===== src/sv/plti_pkg.sv =====
// Shared constants, codes and types for the piecewise linear gain table.
package plti_pkg;

   // Table geometry.
   localparam int MAX_POINTS = 64;
   localparam int ADDR_W     = $clog2(MAX_POINTS);
   localparam int CNT_W      = $clog2(MAX_POINTS + 1);

   // Field widths fixed by the interface.
   localparam int FREQ_W   = 16;
   localparam int GAIN_W   = 16;
   localparam int INDEX_W  = 6;
   localparam int STATUS_W = 2;
   localparam int POINTS_W = 7;
   localparam int ENTRY_W  = FREQ_W + GAIN_W;

   // Divider sizes: a product of two 16-bit magnitudes over a 16-bit divisor.
   localparam int DIVIDEND_W = FREQ_W + GAIN_W;
   localparam int DIV_CNT_W  = $clog2(DIVIDEND_W);

   // Item kinds.
   localparam logic KIND_LOAD  = 1'b0;
   localparam logic KIND_QUERY = 1'b1;

   // Result status codes.
   localparam logic [STATUS_W-1:0] ST_INTERP = 2'd0;
   localparam logic [STATUS_W-1:0] ST_BELOW  = 2'd1;
   localparam logic [STATUS_W-1:0] ST_ABOVE  = 2'd2;
   localparam logic [STATUS_W-1:0] ST_ERROR  = 2'd3;

   // Register index of the point count.
   localparam logic REG_POINTS = 1'b0;

   // Query sequencer states.
   typedef enum logic [2:0] {
      S_IDLE,
      S_RD_FIRST,
      S_RD_LAST,
      S_SCAN,
      S_MUL,
      S_DIV_GO,
      S_DIV_WAIT,
      S_RESULT
   } state_type;

endpackage


===== src/sv/plti_ram.sv =====
// Generic single-port-write, single-port-read RAM with registered read data.
module plti_ram #(
   parameter int WIDTH = 32,
   parameter int DEPTH = 64
) (
   input  logic                     clock,
   input  logic                     we,
   input  logic [$clog2(DEPTH)-1:0] waddr,
   input  logic [WIDTH-1:0]         wdata,
   input  logic [$clog2(DEPTH)-1:0] raddr,
   output logic [WIDTH-1:0]         rdata
);

   logic [WIDTH-1:0] mem [DEPTH];

   // Write port and registered read port.
   always_ff @(posedge clock) begin
      if (we) begin
         mem[waddr] <= wdata;
      end
      rdata <= mem[raddr];
   end

endmodule


===== src/sv/plti_div.sv =====
// Iterative restoring divider, one quotient bit per cycle.
module plti_div
   import plti_pkg::*;
(
   input  logic                  clock,
   input  logic                  reset,
   input  logic                  start,
   input  logic [DIVIDEND_W-1:0] dividend,
   input  logic [FREQ_W-1:0]     divisor,
   output logic                  done,
   output logic [GAIN_W-1:0]     quotient
);

   logic                  busy_ff;
   logic                  done_ff;
   logic [DIV_CNT_W-1:0]  cnt_ff;
   logic [FREQ_W:0]       rem_ff;
   logic [DIVIDEND_W-1:0] quo_ff;
   logic [FREQ_W-1:0]     den_ff;
   logic [FREQ_W:0]       rem_sh;
   logic                  fits;

   // One restoring step: shift in the next dividend bit and try a subtract.
   always_comb begin
      rem_sh = {rem_ff[FREQ_W-1:0], quo_ff[DIVIDEND_W-1]};
      fits   = rem_sh >= {1'b0, den_ff};
   end

   // Control state.
   always_ff @(posedge clock) begin
      if (reset) begin
         busy_ff <= 1'b0;
         done_ff <= 1'b0;
         cnt_ff  <= '0;
      end else begin
         done_ff <= 1'b0;
         if (start) begin
            busy_ff <= 1'b1;
            cnt_ff  <= '0;
         end else if (busy_ff) begin
            cnt_ff <= cnt_ff + 1'b1;
            if (cnt_ff == DIV_CNT_W'(DIVIDEND_W - 1)) begin
               busy_ff <= 1'b0;
               done_ff <= 1'b1;
            end
         end
      end
   end

   // Datapath.
   always_ff @(posedge clock) begin
      if (start) begin
         rem_ff <= '0;
         quo_ff <= dividend;
         den_ff <= divisor;
      end else if (busy_ff) begin
         rem_ff <= fits ? (rem_sh - {1'b0, den_ff}) : rem_sh;
         quo_ff <= {quo_ff[DIVIDEND_W-2:0], fits};
      end
   end

   // The quotient never exceeds the gain range, so the low bits carry it all.
   assign done     = done_ff;
   assign quotient = quo_ff[GAIN_W-1:0];

endmodule


===== src/sv/piecewise_linear_table_interp_unit.sv =====
// Top level of the piecewise linear gain table with clamped ends.
// A load item writes one breakpoint into the table RAM; loads can follow
// each other in every cycle while the query sequencer is idle. A query
// item reads entry zero and the last entry in use to clamp, then scans
// segments one RAM read per cycle, then multiplies once and runs a
// bit-serial divider. The scan through the single RAM read port and the
// divider set how long a query keeps the sequencer busy; no item is
// accepted until it is done. A finished result waits in the output
// register while the next item is accepted.
module piecewise_linear_table_interp_unit
   import plti_pkg::*;
(
   input  logic                clock,
   input  logic                reset,
   // Input item channel.
   input  logic                req_valid,
   output logic                req_stall,
   input  logic                req_kind,
   input  logic [INDEX_W-1:0]  req_entry_index,
   input  logic [FREQ_W-1:0]   req_point_freq,
   input  logic [GAIN_W-1:0]   req_point_gain,
   input  logic [FREQ_W-1:0]   req_query_freq,
   // Result item channel.
   output logic                rsp_valid,
   input  logic                rsp_stall,
   output logic [GAIN_W-1:0]   rsp_gain_out,
   output logic [STATUS_W-1:0] rsp_status,
   // Configuration port.
   input  logic                csr_psel,
   input  logic                csr_penable,
   input  logic                csr_pwrite,
   input  logic [2:0]          csr_paddr,
   input  logic [31:0]         csr_pwdata,
   output logic [31:0]         csr_prdata,
   output logic                csr_pready
);

   state_type state_ff, state_in;

   logic [POINTS_W-1:0] points_ff;
   logic [CNT_W-1:0]    n_ff;
   logic [CNT_W-1:0]    idx_ff;
   logic [FREQ_W-1:0]   f_ff;
   logic [FREQ_W-1:0]   pf_ff;
   logic [GAIN_W-1:0]   pg_ff;
   logic [GAIN_W-1:0]   g1_ff;
   logic [GAIN_W-1:0]   mag_ff;
   logic [FREQ_W-1:0]   off_ff;
   logic [FREQ_W-1:0]   den_ff;
   logic                neg_ff;
   logic [DIVIDEND_W-1:0] prod_ff;
   logic [GAIN_W-1:0]   res_gain_ff;
   logic [STATUS_W-1:0] res_status_ff;
   logic                rsp_valid_ff;
   logic [GAIN_W-1:0]   rsp_gain_ff;
   logic [STATUS_W-1:0] rsp_status_ff;

   logic                req_accept;
   logic                cfg_write;
   logic                ram_we;
   logic [ADDR_W-1:0]   ram_waddr;
   logic [ADDR_W-1:0]   ram_raddr;
   logic [ENTRY_W-1:0]  ram_rdata;
   logic [FREQ_W-1:0]   rd_freq;
   logic [GAIN_W-1:0]   rd_gain;
   logic [CNT_W-1:0]    n_sat;
   logic                seg_hit;
   logic                div_start;
   logic                div_done;
   logic [GAIN_W-1:0]   div_q;
   logic [GAIN_W:0]     interp_sum;
   logic                rsp_free;

   // Handshakes.
   assign req_accept = req_valid && !req_stall;
   assign rsp_free   = !rsp_valid_ff || !rsp_stall;
   assign cfg_write  = csr_psel && csr_penable && csr_pwrite && csr_pready;

   // Configuration register.
   always_ff @(posedge clock) begin
      if (reset) begin
         points_ff <= '0;
      end else if (cfg_write && csr_paddr[2] == REG_POINTS) begin
         points_ff <= csr_pwdata[POINTS_W-1:0];
      end
   end

   assign csr_pready = 1'b1;
   assign csr_prdata = (csr_paddr[2] == REG_POINTS) ? 32'(points_ff) : 32'd0;

   // Breakpoint table: frequency in the upper half, gain in the lower half.
   assign ram_we    = req_accept && req_kind == KIND_LOAD
                      && 32'(req_entry_index) < MAX_POINTS;
   assign ram_waddr = ADDR_W'(req_entry_index);

   plti_ram #(
      .WIDTH (ENTRY_W),
      .DEPTH (MAX_POINTS)
   ) u_table (
      .clock (clock),
      .we    (ram_we),
      .waddr (ram_waddr),
      .wdata ({req_point_freq, req_point_gain}),
      .raddr (ram_raddr),
      .rdata (ram_rdata)
   );

   assign rd_freq = ram_rdata[ENTRY_W-1:GAIN_W];
   assign rd_gain = ram_rdata[GAIN_W-1:0];

   // Points in use, saturated at the table size.
   assign n_sat = (32'(points_ff) > MAX_POINTS) ? CNT_W'(MAX_POINTS) : CNT_W'(points_ff);

   // The segment from the previous entry to the one just read covers f.
   assign seg_hit = f_ff >= pf_ff && f_ff <= rd_freq;

   // Divider for the interpolation step.
   plti_div u_div (
      .clock    (clock),
      .reset    (reset),
      .start    (div_start),
      .dividend (prod_ff),
      .divisor  (den_ff),
      .done     (div_done),
      .quotient (div_q)
   );

   assign interp_sum = neg_ff ? ({1'b0, g1_ff} - {1'b0, div_q})
                              : ({1'b0, g1_ff} + {1'b0, div_q});

   // Next state, read address and control.
   always_comb begin
      state_in  = state_ff;
      ram_raddr = '0;
      req_stall = state_ff != S_IDLE;
      div_start = 1'b0;
      unique case (state_ff)
         S_IDLE: begin
            if (req_accept && req_kind == KIND_QUERY) begin
               state_in = (n_sat == '0) ? S_RESULT : S_RD_FIRST;
            end
         end
         S_RD_FIRST: begin
            ram_raddr = ADDR_W'(n_ff - 1'b1);
            state_in  = (f_ff < rd_freq) ? S_RESULT : S_RD_LAST;
         end
         S_RD_LAST: begin
            ram_raddr = ADDR_W'(1);
            if (f_ff > rd_freq || n_ff == CNT_W'(1)) begin
               state_in = S_RESULT;
            end else begin
               state_in = S_SCAN;
            end
         end
         S_SCAN: begin
            ram_raddr = ADDR_W'(idx_ff + 1'b1);
            if (seg_hit) begin
               state_in = (rd_freq == pf_ff) ? S_RESULT : S_MUL;
            end else if (idx_ff + 1'b1 == n_ff) begin
               state_in = S_RESULT;
            end
         end
         S_MUL: begin
            state_in = S_DIV_GO;
         end
         S_DIV_GO: begin
            div_start = 1'b1;
            state_in  = S_DIV_WAIT;
         end
         S_DIV_WAIT: begin
            if (div_done) begin
               state_in = S_RESULT;
            end
         end
         S_RESULT: begin
            if (rsp_free) begin
               state_in = S_IDLE;
            end
         end
         default: begin
            state_in = S_IDLE;
         end
      endcase
   end

   // State register.
   always_ff @(posedge clock) begin
      if (reset) begin
         state_ff <= S_IDLE;
      end else begin
         state_ff <= state_in;
      end
   end

   // Query datapath registers.
   always_ff @(posedge clock) begin
      case (state_ff)
         S_IDLE: begin
            f_ff          <= req_query_freq;
            n_ff          <= n_sat;
            res_gain_ff   <= '0;
            res_status_ff <= ST_ERROR;
         end
         S_RD_FIRST: begin
            pf_ff         <= rd_freq;
            pg_ff         <= rd_gain;
            res_gain_ff   <= rd_gain;
            res_status_ff <= ST_BELOW;
         end
         S_RD_LAST: begin
            idx_ff <= CNT_W'(1);
            if (f_ff > rd_freq) begin
               res_gain_ff   <= rd_gain;
               res_status_ff <= ST_ABOVE;
            end else begin
               res_gain_ff   <= pg_ff;
               res_status_ff <= ST_INTERP;
            end
         end
         S_SCAN: begin
            if (seg_hit) begin
               g1_ff         <= pg_ff;
               neg_ff        <= rd_gain < pg_ff;
               mag_ff        <= (rd_gain < pg_ff) ? (pg_ff - rd_gain) : (rd_gain - pg_ff);
               off_ff        <= f_ff - pf_ff;
               den_ff        <= rd_freq - pf_ff;
               res_gain_ff   <= pg_ff;
               res_status_ff <= ST_INTERP;
            end else begin
               pf_ff         <= rd_freq;
               pg_ff         <= rd_gain;
               idx_ff        <= idx_ff + 1'b1;
               res_gain_ff   <= '0;
               res_status_ff <= ST_ERROR;
            end
         end
         S_MUL: begin
            prod_ff <= mag_ff * off_ff;
         end
         S_DIV_WAIT: begin
            if (div_done) begin
               res_gain_ff   <= interp_sum[GAIN_W-1:0];
               res_status_ff <= ST_INTERP;
            end
         end
         default: begin
         end
      endcase
   end

   // Output register: holds a result until the receiver takes it.
   always_ff @(posedge clock) begin
      if (reset) begin
         rsp_valid_ff <= 1'b0;
      end else if (state_ff == S_RESULT && rsp_free) begin
         rsp_valid_ff <= 1'b1;
      end else if (!rsp_stall) begin
         rsp_valid_ff <= 1'b0;
      end
   end

   always_ff @(posedge clock) begin
      if (state_ff == S_RESULT && rsp_free) begin
         rsp_gain_ff   <= res_gain_ff;
         rsp_status_ff <= res_status_ff;
      end
   end

   assign rsp_valid    = rsp_valid_ff;
   assign rsp_gain_out = rsp_gain_ff;
   assign rsp_status   = rsp_status_ff;

   // An error result always carries a zero gain.
   a_error_zero_gain : assert property (@(posedge clock) disable iff (reset)
      rsp_valid && rsp_status == ST_ERROR |-> rsp_gain_out == '0)
      else $error("error result with nonzero gain");

   // An accepted query always leaves the idle state.
   a_query_starts : assert property (@(posedge clock) disable iff (reset)
      req_accept && req_kind == KIND_QUERY |=> state_ff != S_IDLE)
      else $error("query accepted but sequencer stayed idle");

   // The divider finishes only while the sequencer waits for it.
   a_div_done_wait : assert property (@(posedge clock) disable iff (reset)
      div_done |-> state_ff == S_DIV_WAIT)
      else $error("divider finished outside its wait state");

   // A load never starts the query sequencer.
   a_load_stays_idle : assert property (@(posedge clock) disable iff (reset)
      req_accept && req_kind == KIND_LOAD |=> state_ff == S_IDLE)
      else $error("load item left the idle state");

endmodule

===== config.mk =====
export PLATFORM = sky130hd
export DESIGN_NAME = piecewise_linear_table_interp_unit
export DESIGN_NICKNAME = d
export VERILOG_FILES = /design/src/sv/plti_pkg.sv /design/src/sv/plti_ram.sv /design/src/sv/plti_div.sv /design/src/sv/piecewise_linear_table_interp_unit.sv
export SDC_FILE = /design/constraint.sdc
export NUM_CORES = 2
export LEC_CHECK = 0
export BUFFER_PORTS_ARGS = -buffer_cell sky130_fd_sc_hd__buf_2
export CAP_MARGIN = 25
export CORE_ASPECT_RATIO = 1.1
export CORE_MARGIN = 5
export CORE_UTILIZATION = 40
export CTS_BUF_LIST = sky130_fd_sc_hd__clkbuf_4 sky130_fd_sc_hd__clkbuf_8
export DETAILED_ROUTE_END_ITERATION = 8
export SYNTH_ARGS = -nofsm -noshare
export SYNTH_HDL_FRONTEND = slang
export SYNTH_SLANG_ARGS = --single-unit

===== constraint.sdc =====
create_clock -name clock -period 9.1 [get_ports clock]
set_clock_uncertainty 0.15 [all_clocks]
set_input_delay 0.91 -clock clock [delete_from_list [all_inputs] [get_ports clock]]
set_output_delay 0.91 -clock clock [all_outputs]
set_load 0.01 [all_outputs]

Yosys cells after proc, flatten, opt, wreduce, memory -nomap -nowiden:

Memories as Yosys holds them, arrays and structs flattened. A register that Yosys moved wholly into a read port is not among the register bits.
Index checks and enable logic that the tools add are counted.

* bits in registers: 277
* logic and storage cells: 131
* output and inout bits: 53
* bits of input ports: 97
* memories kept: 1
* memory bits (writable): 2048

* equality and inequality tests: 17
* reduce and logical (&&, ||, !) cells: 27
* order comparisons: 7
* mux-type cells: 41
* add/subtract/negate cells: 10
* $mul: 1
* bitwise gates (word level): 3

Memory list
* u_table.mem: words 64, width 32, rd ports 1, clocked after memory_dff 1, write ports 1, line plti_ram.sv:14 `logic [WIDTH-1:0] mem [DEPTH];`

Operators by type and width (number)
* 16-bit two-way mux: 8
* 16-bit subtractor: 6
* 16-bit case mux with 5 select lines: 1
* 32-bit two-way mux: 2
* 16-bit case mux with 2 select lines: 2
* 16-bit less-than comparator: 2
* 16-bit by 16-bit multiplier with 32-bit output: 1
* 3-bit two-way mux: 8
* 3-bit case mux with 8 select lines: 1
* 7-bit two-way mux: 3
* 6-bit case mux with 3 select lines: 1
* 17-bit by 16-bit >= comparator with 1-bit output: 1
* 16-bit adder: 1
* 16-bit == test: 1
* 16-bit >= comparator: 1
* 16-bit greater-than comparator: 1
* 16-bit <= comparator: 1
* 7-bit case mux with 2 select lines: 1
* 3-bit == test, second input constant: 4
* 2-bit case mux with 5 select lines: 1
* 1-bit two-way mux: 9
* 1-bit logical AND: 8
* 2-bit two-way mux: 4
* 2-bit AND reduction: 4
* 23 further kinds: 34

Depth between registers and ports, before layout:

* word-level depth: 6
* depth in mapped cells: 23
* depth with buffers taken out: 22

Hierarchy:

Synthesis repeated with hierarchy kept, for this count alone.

* cells, all modules: 5656
* area total of the unflattened synthesis: 102353.2 µm²

Modules (own cells, without submodules)
* plti_ram: instances 1, area each 78515.3 µm², sequential area each 62139.6 µm², cells each 3324
* piecewise_linear_table_interp_unit: instances 1, area each 19936.6 µm², sequential area each 6075.8 µm², cells each 1983
* plti_div: instances 1, area each 3901.2 µm², sequential area each 1901.8 µm², cells each 349

Worst setup path before layout:

Ideal clock, no wire load.

* path type: flip-flop to flip-flop
* start: reg mag_ff[7]
* end: reg prod_ff[30] (data pin)
* setup slack: 2.746 ns
* buffers on the path: 1
* cell stages (with the launch flop): 24
* setup time: 0.258 ns
* clock period less this slack: 6.354 ns
* arrival: 5.946 ns
* required time: 8.692 ns
* cells stage by stage: edfxtp_1 clkbuf_1 nand2_1 fa_1 inv_1 fa_1 inv_1 fa_1 inv_1 fa_1 fa_1 inv_1 fa_1 inv_1 ha_1 a211oi_1 o21ai_1 a211oi_1 o2111ai_1 o211a_1 o41a_1 a311o_1 a21oi_1 xnor2_1

* longest elaborated chain between the ends: 1

Ends and longest elaborated chain
* start, declared: line piecewise_linear_table_interp_unit.sv:47 `logic [GAIN_W-1:0] mag_ff;`
* start signal, assigned: line piecewise_linear_table_interp_unit.sv:224 `mag_ff <= (rd_gain < pg_ff) ? (pg_ff - rd_gain) : (rd_gain - pg_ff);`
* 16-bit by 16-bit multiplier with 32-bit output: line piecewise_linear_table_interp_unit.sv:238 `prod_ff <= mag_ff * off_ff;`
* end signal, assigned: line piecewise_linear_table_interp_unit.sv:238
* end, declared: line piecewise_linear_table_interp_unit.sv:51 `logic [DIVIDEND_W-1:0] prod_ff;`

Every way passes these cells.
A chain may end at the register's enable or synchronous reset.

Worst setup path after layout:

* start: reg mag_ff[14]
* end: reg prod_ff[30] (data pin)

The elaborated chain is that of the path after synthesis.

==> impl_results.html <==
<table>
<tr><th>Metric</th><th>Value</th></tr>
<tr><th colspan="2">Status</th></tr>
<tr><td>Status</td><td>completed</td></tr>
<tr><th colspan="2">Floorplanning</th></tr>
<tr><td>Total Die Area</td><td>0.268 mm2</td></tr>
<tr><td>Initial core utilization</td><td>40.2%</td></tr>
<tr><td>I/O pin count</td><td>150</td></tr>
<tr><td>Area of the core</td><td>0.257 mm2</td></tr>
<tr><td>Die Wd</td><td>494 um</td></tr>
<tr><td>Number of cell rows</td><td>195</td></tr>
<tr><td>Die height</td><td>543 um</td></tr>
<tr><th colspan="2">Worst setup path</th></tr>
<tr><td>Endpoint of the most critical register-to-register path</td><td>prod_ff[30]$_DFFE_PP_</td></tr>
<tr><td>Path type of the worst setup path</td><td>reg -&gt; reg</td></tr>
<tr><td>Startpoint of the worst register-to-register path</td><td>mag_ff[14]$_DFFE_PP_</td></tr>
<tr><td>Most frequent cell on the critical path</td><td>fa_1</td></tr>
<tr><td>Sort of element at the end of the critical path</td><td>register</td></tr>
<tr><td>Crit path buffers/inverters</td><td>3</td></tr>
<tr><td>R2R setup slack</td><td>2.01 ns</td></tr>
<tr><td>Worst endpoint required time</td><td>9.73 ns</td></tr>
<tr><td>Sequence of cells on the critical path</td><td>nand2_1 -&gt; fa_1 -&gt; fa_1 -&gt; inv_1 -&gt; fa_1 -&gt; fa_1 -&gt; fa_1 -&gt; inv_1 -&gt; fa_1 -&gt; inv_1 -&gt; ha_1 -&gt; a211oi_1 -&gt; o21ai_1 -&gt; a211oi_1 -&gt; o2111ai_1 -&gt; o211a_1 -&gt; o41a_1 -&gt; a311o_1 -&gt; a21oi_1 -&gt; xnor2_1</td></tr>
<tr><td>FF-to-FF path depth</td><td>20</td></tr>
<tr><td>WP data arrival</td><td>7.72 ns</td></tr>
<tr><td>Type of origin of the critical path</td><td>register</td></tr>
<tr><td>Cell family contributing the most delay on the critical path</td><td>adder cells</td></tr>
<tr><td>Largest incremental delay on the critical path</td><td>0.81 ns</td></tr>
<tr><td>Library cell contributing the largest single delay on the critical path</td><td>edfxtp_1</td></tr>
<tr><td>Critical Path Fanout Max</td><td>16</td></tr>
<tr><th colspan="2">Finish</th></tr>
<tr><td>Number of non-filler instances in the completed layout</td><td>10187</td></tr>
<tr><td>Share of cells above drive strength 1</td><td>22.3%</td></tr>
<tr><td>Count of nets after finishing</td><td>6947</td></tr>
<tr><td>Synthesis-to-finish area growth</td><td>12.5%</td></tr>
<tr><td>Number of inserted filler cells in the final layout</td><td>22325</td></tr>
<tr><th colspan="2">CTS</th></tr>
<tr><td>Number of sinks handled by clock tree synthesis</td><td>2357</td></tr>
<tr><td>CTS tree</td><td>done</td></tr>
<tr><td>Clock buffer depth</td><td>4</td></tr>
<tr><td>Number of buffers created by CTS</td><td>399</td></tr>
<tr><td>Clock latency reported for the late side of the worst-skew pair</td><td>1.10 ns</td></tr>
<tr><td>Gates resized, CTS repair</td><td>0</td></tr>
<tr><td>Clock root buffer master</td><td>clkbuf_8</td></tr>
<tr><td>Level count of the clock H-tree</td><td>5</td></tr>
<tr><td>Clock input transition at the sequential cells of the worst setup and hold paths</td><td>0.06 ns</td></tr>
<tr><th colspan="2">Detailed routing</th></tr>
<tr><td>Count of TritonRoute iterations in the first routing pass</td><td>5</td></tr>
<tr><td>Via-to-Cell Ratio</td><td>5.46</td></tr>
<tr><td>Wire length per cell after detailed routing</td><td>26.7 um</td></tr>
<tr><td>Via count of the routed design</td><td>55598</td></tr>
<tr><td>First DRT Iteration DRCs</td><td>5190</td></tr>
<tr><td>Post-detailed-route DRC marker count</td><td>0</td></tr>
<tr><td>ANT nets after route</td><td>0</td></tr>
<tr><td>Total wirelength of the detailed-routed design</td><td>272 mm</td></tr>
<tr><th colspan="2">Yosys</th></tr>
<tr><td>Number of distinct library cell variants in the gate-level netlist after synthesis</td><td>86</td></tr>
<tr><td>Portion of synthesized cell area occupied by the leading cell type</td><td>66.7%</td></tr>
<tr><td>Total number of yosys warnings</td><td>0</td></tr>
<tr><td>Most instantiated library cell after synthesis</td><td>edfxtp_1</td></tr>
<tr><td>Synth Area per Inst</td><td>17.1 um2</td></tr>
<tr><td>EDFF count, synth</td><td>2291</td></tr>
<tr><td>Flip-flop cell with the highest count after synthesis</td><td>edfxtp_1</td></tr>
<tr><td>Top cells by instance count after synthesis</td><td>edfxtp_1, nand2_1, mux4_2, inv_1, ha_1</td></tr>
<tr><td>Number of flip-flops and latches in the synthesized netlist</td><td>2357</td></tr>
<tr><td>Post-synth design cell area</td><td>0.103 mm2</td></tr>
<tr><td>Synth async-reset ratio</td><td>0%</td></tr>
<tr><td>Largest cells by area after synthesis</td><td>edfxtp_1, mux4_2, fa_1</td></tr>
<tr><td>Sequential-to-total area share from yosys stat</td><td>68.0%</td></tr>
<tr><td>Largest area contributor in the synthesized netlist</td><td>edfxtp_1</td></tr>
<tr><td>Synth Instances</td><td>6030</td></tr>
<tr><th colspan="2">Timing</th></tr>
<tr><td>Clock period minus worst slack</td><td>7.09 ns</td></tr>
<tr><td>Setup repair after global routing missed its margin</td><td>false</td></tr>
<tr><td>Number of max-slew violations in the final report</td><td>0</td></tr>
<tr><td>Fmax</td><td>0.141 GHz</td></tr>
<tr><td>Final hold viol count</td><td>0</td></tr>
<tr><td>Worst Setup Slack, final</td><td>2.01 ns</td></tr>
<tr><td>Total Neg Setup Slack</td><td>0 ns</td></tr>
<tr><td>Worst slack on hold paths</td><td>0.0937 ns</td></tr>
<tr><td>Transition time at the pin with the least slew margin</td><td>1.13 ns</td></tr>
<tr><td>Setup violation total in the final timing report</td><td>0</td></tr>
<tr><td>Relative slew slack</td><td>24.5%</td></tr>
<tr><td>Portion of the clock cycle consumed by the worst path in the final layout</td><td>77.9%</td></tr>
<tr><th colspan="2">GRT</th></tr>
<tr><td>Overall track demand over capacity in global routing</td><td>20.2%</td></tr>
<tr><td>Initial antenna violation count</td><td>19</td></tr>
<tr><td>Global-route wire length before repair</td><td>395 mm</td></tr>
<tr><td>Number of global-route vias before repair</td><td>57774</td></tr>
<tr><td>Aggregate global routing overflow</td><td>0</td></tr>
<tr><td>Largest net degree at the start of global routing</td><td>118</td></tr>
<tr><th colspan="2">Placed design</th></tr>
<tr><td># placed instances</td><td>9451</td></tr>
<tr><td>Routability Congestion</td><td>0.859</td></tr>
<tr><td>Worst setup slack after placement</td><td>2.02 ns</td></tr>
<tr><td>Number of port buffers</td><td>96</td></tr>
<tr><td>HPWL after detailed placement</td><td>156 mm</td></tr>
<tr><th colspan="2">Pwr</th></tr>
<tr><td>P per Cell Area</td><td>328 mW/mm2</td></tr>
<tr><td>Worst VDD drop</td><td>0.359 mV</td></tr>
<tr><td>Leakage power</td><td>40.2 nW</td></tr>
<tr><th colspan="2">Min path</th></tr>
<tr><td>Startpoint of the lowest-slack hold path</td><td>req_point_freq[6]</td></tr>
<tr><td>Type of the worst min-delay path</td><td>in -&gt; reg</td></tr>
<tr><td>Worst Hold Path Cells</td><td>1</td></tr>
<tr><td>Hold worst-path end</td><td>u_table.mem[20][22]$_DFFE_PP_</td></tr>
<tr><th colspan="2">Flow run</th></tr>
<tr><td>Max-cap violations</td><td>0</td></tr>
</table>
## state kept, by name (all words and copies together) (netlist names), 32 cells and up
signal,cells
u_div.quo_ff,32
u_table.rdata,32
prod_ff,32
u_table.mem,2048
## how the worst max path moves through the flow
stage	startpoint	to	slack (ns)	cells past startpoint
4_1_cts	mag_ff[7]$_DFFE_PP_	prod_ff[31]$_DFFE_PP_	2.01	22
2_1_floorplan	mag_ff[7]$_DFFE_PP_	prod_ff[30]$_DFFE_PP_	2.75	23
5_1_grt	mag_ff[9]$_DFFE_PP_	prod_ff[31]$_DFFE_PP_	1.60	20
3_5_place_dp	mag_ff[7]$_DFFE_PP_	prod_ff[31]$_DFFE_PP_	2.02	22
6_report	mag_ff[14]$_DFFE_PP_	prod_ff[30]$_DFFE_PP_	2.01	20
3_3_place_gp	mag_ff[11]$_DFFE_PP_	prod_ff[30]$_DFFE_PP_	2.05	21
## layout make-up
class / count / area (um2) / share of cell area [%]
Antenna cell: 13 / 32.5 / 0.0280
Clock buffer: 556 / 6720 / 5.79
Clock inverter: 141 / 746 / 0.643
Inverter: 336 / 1260 / 1.09
Multi-Input combinational cell: 3062 / 30800 / 26.5
Sequential cell: 2357 / 70100 / 60.4
Tap cell: 3447 / 4310 / 3.72
Timing Repair Buffer: 275 / 2100 / 1.81
## power breakdown
part           internal, mW  leakage [nW]  total [mW]  switching (mW)
logic                  6.45          15.0        15.7            9.29
clock network          4.85          3.97        9.02            4.16
registers              12.9          21.2        13.3           0.425
total                  24.2          40.2        38.1            13.9
## cell families (layout without fill, tap and decap cells)
kind of cell / count (synthesis) / in the layout / synth area share [%]
adder cells (fa/ha/maj): 419 / 419 / 6.54
AND/OR/NAND/NOR: 1369 / 1369 / 5.97
flip-flops: 2357 / 2357 / 68.0
buffers and inverters: 635 / 1308 / 2.91
multiplexers: 582 / 582 / 11.9
AO/OA/AOI/OAI: 544 / 544 / 3.72
XOR/XNOR: 122 / 122 / 1.04
other: 2 / 39 / 0.00728
## through the flow
step / util (%) / power [mW] / cell area (um2)
floorplan: - / 24.9 / 103000
global placement: 42.1 / 29.3 / 108000
detailed placement: 42.2 / 29.4 / 108000
CTS: 45.2 / 38.5 / 116000
global route: 45.2 / 40.5 / 116000
finish: 45.2 / 38.1 / 116000
## routing by layer
| metal | track usage [%] | vias to the layer above | part of all wire (%) |
|---|---|---|---|
| met4 | 6.66 | 10 | 3.1 |
| met5 | 0 | - | 0.021 |
| met3 | 3.82 | 420 | 7.1 |
| li1 | - | 23918 | - |
| met2 | 33.7 | 2126 | 49 |
| met1 | 26.6 | 29124 | 41 |
## layout by cell type, fill, tap and decap left out, drive strengths merged, types with 9 or more instances in the layout
cell type	instances
nor3	39
ha	219
o221ai	9
nand2b	20
clkbuf	556
o21ai	93
a21oi	153
a21boi	29
xor2	37
a211oi	20
buf	250
o21bai	10
a21o	43
nand4	17
xnor2	85
and2	127
edfxtp	2291
a31oi	18
a22oi	14
diode	13
nand3	164
a221oi	25
conb	26
mux4	512
dlygate4sd3	25
clkinv	125
inv	342
and3	23
o21a	16
fa	200
mux2i	69
dfxtp	66
nor2b	41
nand2	707
nor2	190
nor4	10
a221o	47
## repair_timing
| action | 4_1_cts | 5_1_grt |
|---|---|---|
| hold endpoints to repair | 24 | 0 |
| buffers inserted | 0 | 0 |
| hold buffers | 25 | 0 |
Power figures use the tool's default switching activity.
